==> config.mk <==
export PLATFORM = sky130hd
export DESIGN_NAME = bencode_byte_tokenizer
export DESIGN_NICKNAME = d
export VERILOG_FILES = /design/src/rtl/bbt_pkg.sv /design/src/rtl/bbt_front.sv /design/src/rtl/bbt_queue.sv /design/src/rtl/bbt_back.sv /design/src/rtl/bencode_byte_tokenizer.sv
export SDC_FILE = /design/constraint.sdc
export NUM_CORES = 2
export LEC_CHECK = 0
export BUFFER_PORTS_ARGS = -buffer_cell sky130_fd_sc_hd__buf_2
export CAP_MARGIN = 20
export CORE_MARGIN = 1
export CORE_UTILIZATION = 40
export CTS_CLUSTER_SIZE = 20
export DETAILED_ROUTE_END_ITERATION = 6
export PLACE_DENSITY = 0.66
export SKIP_LAST_GASP = 1
export SLEW_MARGIN = 20
export SYNTH_ARGS = -nofsm -noshare
export SYNTH_HDL_FRONTEND = slang
export SYNTH_SLANG_ARGS = --single-unit
==> constraint.sdc <==
create_clock -name clk -period 11.54 [get_ports clk]
set_clock_uncertainty 0.15 [all_clocks]
set_input_delay 2.308 -clock clk [delete_from_list [all_inputs] [get_ports clk]]
set_output_delay 2.308 -clock clk [all_outputs]
set_load 0.1 [all_outputs]
==> src/rtl/bbt_pkg.sv <==
// shared types, byte codes and result kinds of the bencode byte tokenizer
package bbt_pkg;

  localparam int LENGTH_BITS_DEF = 32;
  // queue depth, a power of two of at least 2
  localparam int QUEUE_DEPTH = 4;
  localparam int QPTR_W = $clog2(QUEUE_DEPTH);
  localparam int QCNT_W = $clog2(QUEUE_DEPTH + 1);

  localparam logic [7:0] CH_D     = 8'h64;
  localparam logic [7:0] CH_I     = 8'h69;
  localparam logic [7:0] CH_E     = 8'h65;
  localparam logic [7:0] CH_COLON = 8'h3a;
  localparam logic [7:0] CH_0     = 8'h30;
  localparam logic [7:0] CH_9     = 8'h39;
  localparam logic [7:0] CH_MINUS = 8'h2d;

  localparam logic [2:0] KIND_NUMBER  = 3'd0;
  localparam logic [2:0] KIND_HEADER  = 3'd1;
  localparam logic [2:0] KIND_PAYLOAD = 3'd2;
  localparam logic [2:0] KIND_DONE    = 3'd3;
  localparam logic [2:0] KIND_ERROR   = 3'd4;

  localparam logic ERR_BAD_BYTE   = 1'b0;
  localparam logic ERR_OPEN_TOKEN = 1'b1;

  typedef enum logic [2:0] {
    MODE_IDLE,
    MODE_INT_START,
    MODE_INT_BODY,
    MODE_LEN,
    MODE_PAYLOAD,
    MODE_DISCARD
  } mode_t;

  typedef struct packed {
    logic [7:0] data_byte;
    logic       end_of_input;
  } in_item_t;

  typedef struct packed {
    logic [2:0]  token_kind;
    logic [63:0] number_value;
    logic [31:0] declared_len;
    logic [7:0]  payload_byte;
    logic        last_of_string;
    logic        error_kind;
    logic        last_of_run;
  } result_t;

  // results produced by one accepted byte, in order
  typedef struct packed {
    logic [1:0] count;
    result_t    first;
    result_t    second;
  } push_t;

endpackage

==> src/rtl/bbt_front.sv <==
// byte classifier and token parser: turns each accepted byte into up to two results
module bbt_front #(
  parameter int LENGTH_BITS = bbt_pkg::LENGTH_BITS_DEF
) (
  input  logic              clk,
  input  logic              rst_n,
  input  logic              in_valid,
  input  bbt_pkg::in_item_t in_data,
  input  logic              room,
  output bbt_pkg::push_t    push
);
  import bbt_pkg::*;

  mode_t                  mode_r, mode_pre, mode_nxt;
  logic [63:0]            acc_r, acc_nxt;
  logic                   neg_r, neg_nxt;
  logic                   frozen_r, frozen_nxt;
  logic [LENGTH_BITS-1:0] rem_r, rem_nxt;

  logic                   accept;
  logic [7:0]             c;
  logic                   fin;
  logic                   is_dig;
  logic [3:0]             digit;
  logic [67:0]            acc_ext, acc_sum;
  logic [63:0]            acc_sat;
  logic [LENGTH_BITS+3:0] len_ext, len_sum;
  logic [LENGTH_BITS-1:0] len_sat, rem_dec;
  logic                   prim_v, fin_v, open_tok, silent;
  result_t                prim, fin_res;

  assign accept = in_valid && room;
  assign c      = in_data.data_byte;
  assign fin    = in_data.end_of_input;

  always_comb begin
    is_dig = c inside {[CH_0:CH_9]};
  end
  assign digit = 4'(c - CH_0);

  // times ten plus digit as two shifted adds, saturating on carry out
  assign acc_ext = {4'b0, acc_r};
  assign acc_sum = (acc_ext << 3) + (acc_ext << 1) + 68'(digit);
  assign acc_sat = (|acc_sum[67:64]) ? '1 : acc_sum[63:0];

  assign len_ext = {4'b0, rem_r};
  assign len_sum = (len_ext << 3) + (len_ext << 1) + (LENGTH_BITS+4)'(digit);
  assign len_sat = (|len_sum[LENGTH_BITS+3:LENGTH_BITS]) ? '1 : len_sum[LENGTH_BITS-1:0];

  assign rem_dec = rem_r - LENGTH_BITS'(1);

  // next state: mode after this byte, before the end-of-input reset
  always_comb begin
    mode_pre = mode_r;
    case (mode_r)
      MODE_INT_START, MODE_INT_BODY: begin
        mode_pre = (c == CH_E) ? MODE_IDLE : MODE_INT_BODY;
      end
      MODE_LEN: begin
        if (c == CH_COLON) begin
          mode_pre = (rem_r == '0) ? MODE_IDLE : MODE_PAYLOAD;
        end
      end
      MODE_PAYLOAD: begin
        if (rem_dec == '0) begin
          mode_pre = MODE_IDLE;
        end
      end
      MODE_DISCARD: begin
        mode_pre = MODE_DISCARD;
      end
      default: begin
        if (c == CH_I) begin
          mode_pre = MODE_INT_START;
        end else if (is_dig) begin
          mode_pre = MODE_LEN;
        end else if (c != CH_D && c != CH_E) begin
          mode_pre = MODE_DISCARD;
        end else begin
          mode_pre = MODE_IDLE;
        end
      end
    endcase
    mode_nxt = fin ? MODE_IDLE : mode_pre;
  end

  // results and datapath updates
  always_comb begin
    acc_nxt    = acc_r;
    neg_nxt    = neg_r;
    frozen_nxt = frozen_r;
    rem_nxt    = rem_r;
    prim_v     = 1'b0;
    prim       = '0;
    case (mode_r)
      MODE_INT_START, MODE_INT_BODY: begin
        if (c == CH_E) begin
          prim_v            = 1'b1;
          prim.token_kind   = KIND_NUMBER;
          prim.number_value = (neg_r && acc_r != '1) ? (64'd0 - acc_r) : acc_r;
          acc_nxt           = '0;
          neg_nxt           = 1'b0;
          frozen_nxt        = 1'b0;
        end else if (mode_r == MODE_INT_START && c == CH_MINUS) begin
          neg_nxt = 1'b1;
        end else if (is_dig && !frozen_r) begin
          acc_nxt = acc_sat;
        end else begin
          frozen_nxt = 1'b1;
        end
      end
      MODE_LEN: begin
        if (c == CH_COLON) begin
          prim_v            = 1'b1;
          prim.token_kind   = KIND_HEADER;
          prim.declared_len = 32'(rem_r);
          frozen_nxt        = 1'b0;
        end else if (is_dig && !frozen_r) begin
          rem_nxt = len_sat;
        end else begin
          frozen_nxt = 1'b1;
        end
      end
      MODE_PAYLOAD: begin
        prim_v              = 1'b1;
        prim.token_kind     = KIND_PAYLOAD;
        prim.payload_byte   = c;
        prim.last_of_string = (rem_dec == '0);
        rem_nxt             = rem_dec;
      end
      MODE_DISCARD: begin
        prim_v = 1'b0;
      end
      default: begin
        if (c == CH_I) begin
          acc_nxt    = '0;
          neg_nxt    = 1'b0;
          frozen_nxt = 1'b0;
        end else if (is_dig) begin
          rem_nxt    = LENGTH_BITS'(digit);
          frozen_nxt = 1'b0;
        end else if (c != CH_D && c != CH_E) begin
          prim_v          = 1'b1;
          prim.token_kind = KIND_ERROR;
          prim.error_kind = ERR_BAD_BYTE;
        end
      end
    endcase

    open_tok = (mode_pre == MODE_INT_START) || (mode_pre == MODE_INT_BODY) ||
               (mode_pre == MODE_LEN) || (mode_pre == MODE_PAYLOAD);
    silent   = (mode_pre == MODE_DISCARD);
    fin_v    = fin && !silent;
    fin_res  = '0;
    if (open_tok) begin
      fin_res.token_kind = KIND_ERROR;
      fin_res.error_kind = ERR_OPEN_TOKEN;
    end else begin
      fin_res.token_kind = KIND_DONE;
    end
    fin_res.last_of_run = 1'b1;

    if (fin) begin
      acc_nxt    = '0;
      neg_nxt    = 1'b0;
      frozen_nxt = 1'b0;
      rem_nxt    = '0;
    end

    push = '0;
    if (prim_v) begin
      push.first             = prim;
      push.first.last_of_run = !fin_v;
      push.second            = fin_res;
      push.count             = fin_v ? 2'd2 : 2'd1;
    end else if (fin_v) begin
      push.first = fin_res;
      push.count = 2'd1;
    end
    if (!accept) begin
      push.count = 2'd0;
    end
  end

  always_ff @(posedge clk) begin
    if (!rst_n) begin
      mode_r   <= MODE_IDLE;
      acc_r    <= '0;
      neg_r    <= 1'b0;
      frozen_r <= 1'b0;
      rem_r    <= '0;
    end else if (accept) begin
      mode_r   <= mode_nxt;
      acc_r    <= acc_nxt;
      neg_r    <= neg_nxt;
      frozen_r <= frozen_nxt;
      rem_r    <= rem_nxt;
    end
  end

endmodule

==> src/rtl/bbt_queue.sv <==
// short result queue between parser and output stage, up to two writes and one read per cycle
module bbt_queue (
  input  logic             clk,
  input  logic             rst_n,
  input  bbt_pkg::push_t   push,
  input  logic             pop,
  output logic             room,
  output logic             q_valid,
  output bbt_pkg::result_t q_head
);
  import bbt_pkg::*;

  result_t             mem [QUEUE_DEPTH];
  logic [QPTR_W-1:0]   wr_ptr_r, wr_ptr_nxt;
  logic [QPTR_W-1:0]   rd_ptr_r, rd_ptr_nxt;
  logic [QCNT_W-1:0]   count_r, count_nxt;

  // room for the two results a byte can cause
  assign room    = (count_r <= QCNT_W'(QUEUE_DEPTH - 2));
  assign q_valid = (count_r != '0);
  assign q_head  = mem[rd_ptr_r];

  always_comb begin
    wr_ptr_nxt = wr_ptr_r + QPTR_W'(push.count);
    rd_ptr_nxt = rd_ptr_r + QPTR_W'(pop);
    count_nxt  = count_r + QCNT_W'(push.count) - QCNT_W'(pop);
  end

  always_ff @(posedge clk) begin
    if (push.count != 2'd0) begin
      mem[wr_ptr_r] <= push.first;
    end
    if (push.count == 2'd2) begin
      mem[wr_ptr_r + QPTR_W'(1)] <= push.second;
    end
  end

  always_ff @(posedge clk) begin
    if (!rst_n) begin
      wr_ptr_r <= '0;
      rd_ptr_r <= '0;
      count_r  <= '0;
    end else begin
      wr_ptr_r <= wr_ptr_nxt;
      rd_ptr_r <= rd_ptr_nxt;
      count_r  <= count_nxt;
    end
  end

endmodule

==> src/rtl/bbt_back.sv <==
// output register that drains the result queue one transfer per cycle while the output is not stalled
module bbt_back (
  input  logic             clk,
  input  logic             rst_n,
  input  logic             q_valid,
  input  bbt_pkg::result_t q_head,
  output logic             pop,
  input  logic             out_stall,
  output logic             out_valid,
  output bbt_pkg::result_t out_data
);
  import bbt_pkg::*;

  logic    out_valid_r, out_valid_nxt;
  result_t out_data_r;

  assign pop = q_valid && (!out_valid_r || !out_stall);

  always_comb begin
    if (pop) begin
      out_valid_nxt = 1'b1;
    end else begin
      out_valid_nxt = out_valid_r && out_stall;
    end
  end

  always_ff @(posedge clk) begin
    if (!rst_n) begin
      out_valid_r <= 1'b0;
    end else begin
      out_valid_r <= out_valid_nxt;
    end
  end

  always_ff @(posedge clk) begin
    if (pop) begin
      out_data_r <= q_head;
    end
  end

  assign out_valid = out_valid_r;
  assign out_data  = out_data_r;

endmodule

==> src/rtl/bencode_byte_tokenizer.sv <==
// Bencode byte tokenizer: one byte per transfer in, number, string header, payload byte,
// completed and error tokens out. A byte is taken every cycle while the four-entry result
// queue has room for two results; each byte causes at most two results and the output
// register delivers one per cycle while not stalled, so the sustained rate is one byte
// per cycle for bytes causing zero or one result, and the output port sets the pace
// when closing bytes also end the stream. Each result is written into the queue, then
// into the output register. Reset takes effect at once; there is no clearing pass.
module bencode_byte_tokenizer #(
  parameter int LENGTH_BITS = bbt_pkg::LENGTH_BITS_DEF
) (
  input  logic              clk,
  input  logic              rst_n,
  input  logic              in_valid,
  output logic              in_stall,
  input  bbt_pkg::in_item_t in_data,
  output logic              out_valid,
  input  logic              out_stall,
  output bbt_pkg::result_t  out_data
);
  import bbt_pkg::*;

  push_t   push;
  logic    room;
  logic    q_valid;
  logic    pop;
  result_t q_head;

  assign in_stall = !room;

  bbt_front #(
    .LENGTH_BITS(LENGTH_BITS)
  ) u_front (
    .clk     (clk),
    .rst_n   (rst_n),
    .in_valid(in_valid),
    .in_data (in_data),
    .room    (room),
    .push    (push)
  );

  bbt_queue u_queue (
    .clk    (clk),
    .rst_n  (rst_n),
    .push   (push),
    .pop    (pop),
    .room   (room),
    .q_valid(q_valid),
    .q_head (q_head)
  );

  bbt_back u_back (
    .clk      (clk),
    .rst_n    (rst_n),
    .q_valid  (q_valid),
    .q_head   (q_head),
    .pop      (pop),
    .out_stall(out_stall),
    .out_valid(out_valid),
    .out_data (out_data)
  );

  // completed and error tokens always close the run of their byte
  a_end_tokens_last: assert property (@(posedge clk) disable iff (!rst_n)
    out_valid && (out_data.token_kind == KIND_DONE || out_data.token_kind == KIND_ERROR)
    |-> out_data.last_of_run)
    else $error("end or error token without last_of_run");

  // only number tokens carry a value
  a_number_only: assert property (@(posedge clk) disable iff (!rst_n)
    out_valid && out_data.token_kind != KIND_NUMBER |-> out_data.number_value == 64'd0)
    else $error("number value on a non-number token");

  // nothing is offered right after reset
  a_reset_empty: assert property (@(posedge clk) !rst_n |=> !out_valid)
    else $error("output valid after reset");

endmodule

==> results.md <==
- The final hold violation count came to 0.
- After clock tree synthesis, the clock-pin slew on the worst setup and hold paths is ~0.06 ns.
- The die area is ~86,000 um2.
- The CTS tree is built.
- The highest ir drop seen on vdd is between 0.2 and 0.25 mV.
- The largest individual stage delay along the critical path comes from the cell nor4bb_1.
- The maximum root-to-sink buffer count is 3.
- After floorplanning, the core was divided into 106 placement rows.
- For this block, the via count after detailed routing is 27.35k.
- In this run the number of H-tree levels came out at 3.
- The routability-driven placement congestion ratio is 0.9324.
- Summed over all nets, the half-perimeter wirelength after detailed placement is roughly 65,000 um.
- The area growth from synthesis to layout is 10.93%.
- The transition time at the pin with the least slew margin is ~1.1 ns.
- around 130 I/O pins were placed.
- The global routing usage summed across all routing layers is a little over a fifth.
- In the final design database the tool counted roughly 3.6k nets.
- The ratio of final minimum period to clock period is approximately three fifths.
- In this run, synthesis inferred between 100 and 150 flip-flops with an integrated enable.
- The fraction of final layout cells sized beyond drive strength 1 is 12.89%.
- The maximum number of pins on one net before global-route repair is 80.
- The initial antenna violation count was 3.
- The power density relative to cell area is just under 200 nW/um2.
- After synthesis, the share of flip-flops with an asynchronous set or reset is 0%.
- The number of port buffers is about 120.
- Data on the critical path is required at its endpoint by around 12 ns.
- The quantity of gates resized following cts is 0.
- The core region is between 80,000 and 90,000 um2.
- In this run, synthesis produced a sequential element count of roughly 660.
- The final critical-path setup slack is 4.386 ns.
- At the later pin of the worst-skew pair, clock insertion delay measures about 0.62 ns.
- By area the synthesized netlist is led by dfxtp_1 (31%), edfxtp_1 (12%), ha_1 (7.4%).
- The signal on the critical path passes through buf_2 > nor4bb_1 > nand4b_1 > nor2_4 > buf_4 > o31ai_1 > inv_1 > ha_1 > o21ai_0 > nor2_4 > buf_4 > nand2_1 > o21ai_0.
- The flow ran to the end, and the final reports show no timing, DRC or antenna violations.
- For this run, the detailed router's first-pass iteration total came to 5.
- The max-slew violation count is 0.
- The number of failing setup endpoints in the final timing report is 0.
- Static timing analysis puts the maximum clock frequency at roughly 0.14 GHz.
- The post-layout total power is 7.455 mW.
- Once layout is complete, the utilization of the core stands at between 40 and 50%.
- The number of clock sinks is about 660.
- The number of buffers added for setup after CTS is 0.
- Once layout is done, the placed cells without fillers occupy about 38,000 um2.
- The worst slew margin relative to its limit is around 27%.
- From left edge to right edge, the die measures 293.2 um.
- The number of violations of the max-capacitance limit is 0.
- The worst-path maximum fanout is 60.
- The tree is rooted in a clkbuf_16.
- The first global-routing pass estimated ~150,000 um of wire.
- The routed wire length per instance is 21.00 um.
- Global routing finished with a remaining overflow of 0.
- The via count of the first global-routing pass is 26.10k.
- After routing, the total negative slack on setup checks comes to 0 ns.
- The number of different library cells in the post-synthesis netlist is 93.
- Data arrives at the worst endpoint at between 7 and 8 ns.
- The total of hold buffers inserted after clock tree synthesis is 0.
- Counting tap cells, the placed design contains a total of around 4.4k instances.
- The critical path is of the input pin to flip-flop type.
- The worst slack on hold paths is 0.2967 ns.
- The worst setup path is captured at a flip-flop.
- Summing all multi-input logic gate instances after layout gives roughly 18,000 um2.
- The non-filler instance count after layout is around 4.6k.
- The worst setup path is launched from an input pin.
- The post-synthesis area per instance is 9.986 um2.
- The clock period minus final worst setup slack is 7.154 ns.
- Setup repair after global routing left no endpoint under its margin.
- Counting instances in the post-synthesis netlist gives the leading cell types as dfxtp_1 (529), nand2_1 (395), o21ai_0 (342).
- Once placement finished, the instance area stood at 35,300 um2.
- The effective utilization at floorplan is between 40% and 50%.
- Using the TritonRoute via totals, the vias-per-cell ratio works out to around 6.0.
- The total of warnings raised by yosys is 0.
- Registers take 14,500 um2.
- The total nets after synthesis is around 3.6k.
- Synthesis produced a netlist whose cell count is between 3k and 4k.
- From bottom edge to top edge, the die measures 293.2 um.
- The post-synthesis instance area is roughly 34,000 um2.
- The most repeated cell in the gate-level netlist after synthesis is dfxtp_1.
- The largest total area in the synthesized netlist belongs to dfxtp_1.
- Prior to clock tree synthesis, the placed netlist has a worst setup slack of between 3 and 4 ns.
- The stage delay of the slowest cell on the critical path is ~0.87 ns.
- For this block, the initial DRC count from the detailed router was 2,317.
- The residual DRC count is 0.
- The overall routed net length is ~96,000 um.
- The proportion of netlist area held by the largest area contributor is 31.22%.
- The number of buffers inserted during clock tree synthesis is 71.
- For this design the static power due to leakage is roughly 15 nW.
- The layout filler cell count is roughly 8k.
- The antenna violation net count after detailed routing is 0.
- After synthesis, flip-flops and latches occupy 42.73% of the total area.
- The class of the tightest hold or removal check is flip-flop to flip-flop.
- The most used flip-flop cell after synthesis is dfxtp_1.
path summary, 6_finish.rpt:
path,from,endpoint,slack [ns],depth (start not counted)
worst max-delay path,in_data[7],u_queue.mem[3][75]$_SDFFE_PP0N_,4.39,13
worst min-delay path,u_queue.mem[2][55]$_SDFFE_PP0P_,u_queue.mem[2][55]$_SDFFE_PP0P_,0.30,2
worst max register to register,u_front.rem_r[0]$_SDFFE_PN0P_,u_queue.mem[3][75]$_SDFFE_PP0N_,5.18,16
worst min register to register,u_queue.mem[2][55]$_SDFFE_PP0P_,u_queue.mem[2][55]$_SDFFE_PP0P_,0.30,2
routing by layer:
layer	share of wire, %	routed length (um)	GRT usage, %
met2	44	42140	33.39
met3	7.1	6846	4.100
met5	0.0094	9	0
met4	3.2	3088	8.194
met1	46	43770	30.87
where the power goes:
| part | switching [mW] | internal [mW] |
|---|---|---|
| logic | 2.01 | 0.385 |
| registers | 0.154 | 2.64 |
| clock network | 0.964 | 1.31 |
state kept, by name, indices dropped and copies added, names as in the netlist:
register,flops
u_queue.rd_ptr_r,2
u_queue.count_r,3
u_front.rem_r,32
u_front.neg_r,1
u_queue.mem,440
u_back.out_data,110
u_front.frozen_r,1
u_front.mode_r,3
u_front.acc_r,64
u_queue.wr_ptr_r,2
u_back.out_valid,1
cells in the final DEF, fill, tap and decap left out, types with 14 or more instances in the layout:
| master | n |
|---|---|
| a211o_1 | 14 |
| a211oi_1 | 21 |
| a21o_1 | 48 |
| a21oi_1 | 175 |
| a221o_1 | 40 |
| a22o_1 | 70 |
| a22oi_1 | 21 |
| a31oi_1 | 23 |
| a32o_1 | 160 |
| buf_2 | 124 |
| buf_4 | 33 |
| clkbuf_1 | 16 |
| clkbuf_16 | 71 |
| dfxtp_1 | 527 |
| edfxtp_1 | 130 |
| ha_1 | 200 |
| inv_1 | 37 |
| mux4_2 | 110 |
| nand2_1 | 392 |
| nand2b_1 | 29 |
| nand3_1 | 29 |
| nand4_1 | 48 |
| nor2_1 | 167 |
| nor2b_1 | 20 |
| nor3_1 | 47 |
| nor4_1 | 20 |
| o211ai_1 | 17 |
| o21a_1 | 17 |
| o21ai_0 | 342 |
| o21bai_1 | 18 |
| o31ai_1 | 24 |
| o41ai_1 | 28 |
| or3_1 | 25 |
| or4_1 | 15 |
| xnor2_1 | 94 |
| xor2_1 | 68 |
logic make-up (layout without fill, tap and decap cells):
group                    count (synthesis)  after routing  synth area share (%)
XOR/XNOR                               162            162                 4.183
AO/OA/AOI/OAI                         1082           1082                 22.23
other                                    0              1                     0
flip-flops                             659            659                 42.73
multiplexers                           114            114                 7.440
adder cells (fa/ha/maj)                205            205                 7.672
buffers and inverters                  296            328                 3.445
AND/OR/NAND/NOR                        879            879                 12.30
cell type report:
class                      count  share of cell area, %
multi-input combinational   2442                  48.82
timing repair buffer         157                  2.308
sequential                   659                  38.54
clock buffer                  94                  5.137
clock inverter                38                  1.034
tap                         1134                  3.771
inverter                      39                 0.3890
antenna                        1               0.006650
critical path: cells and delay by family:
| kind | cells | cell delay (ns) |
|---|---|---|
| fa+ha+maj | 1 | 0.20 |
| simple gates | 5 | 2.63 |
| buf+inv | 4 | 1.42 |
| compound gates | 3 | 0.93 |
Note: power is estimated with default switching activity, not from simulation.
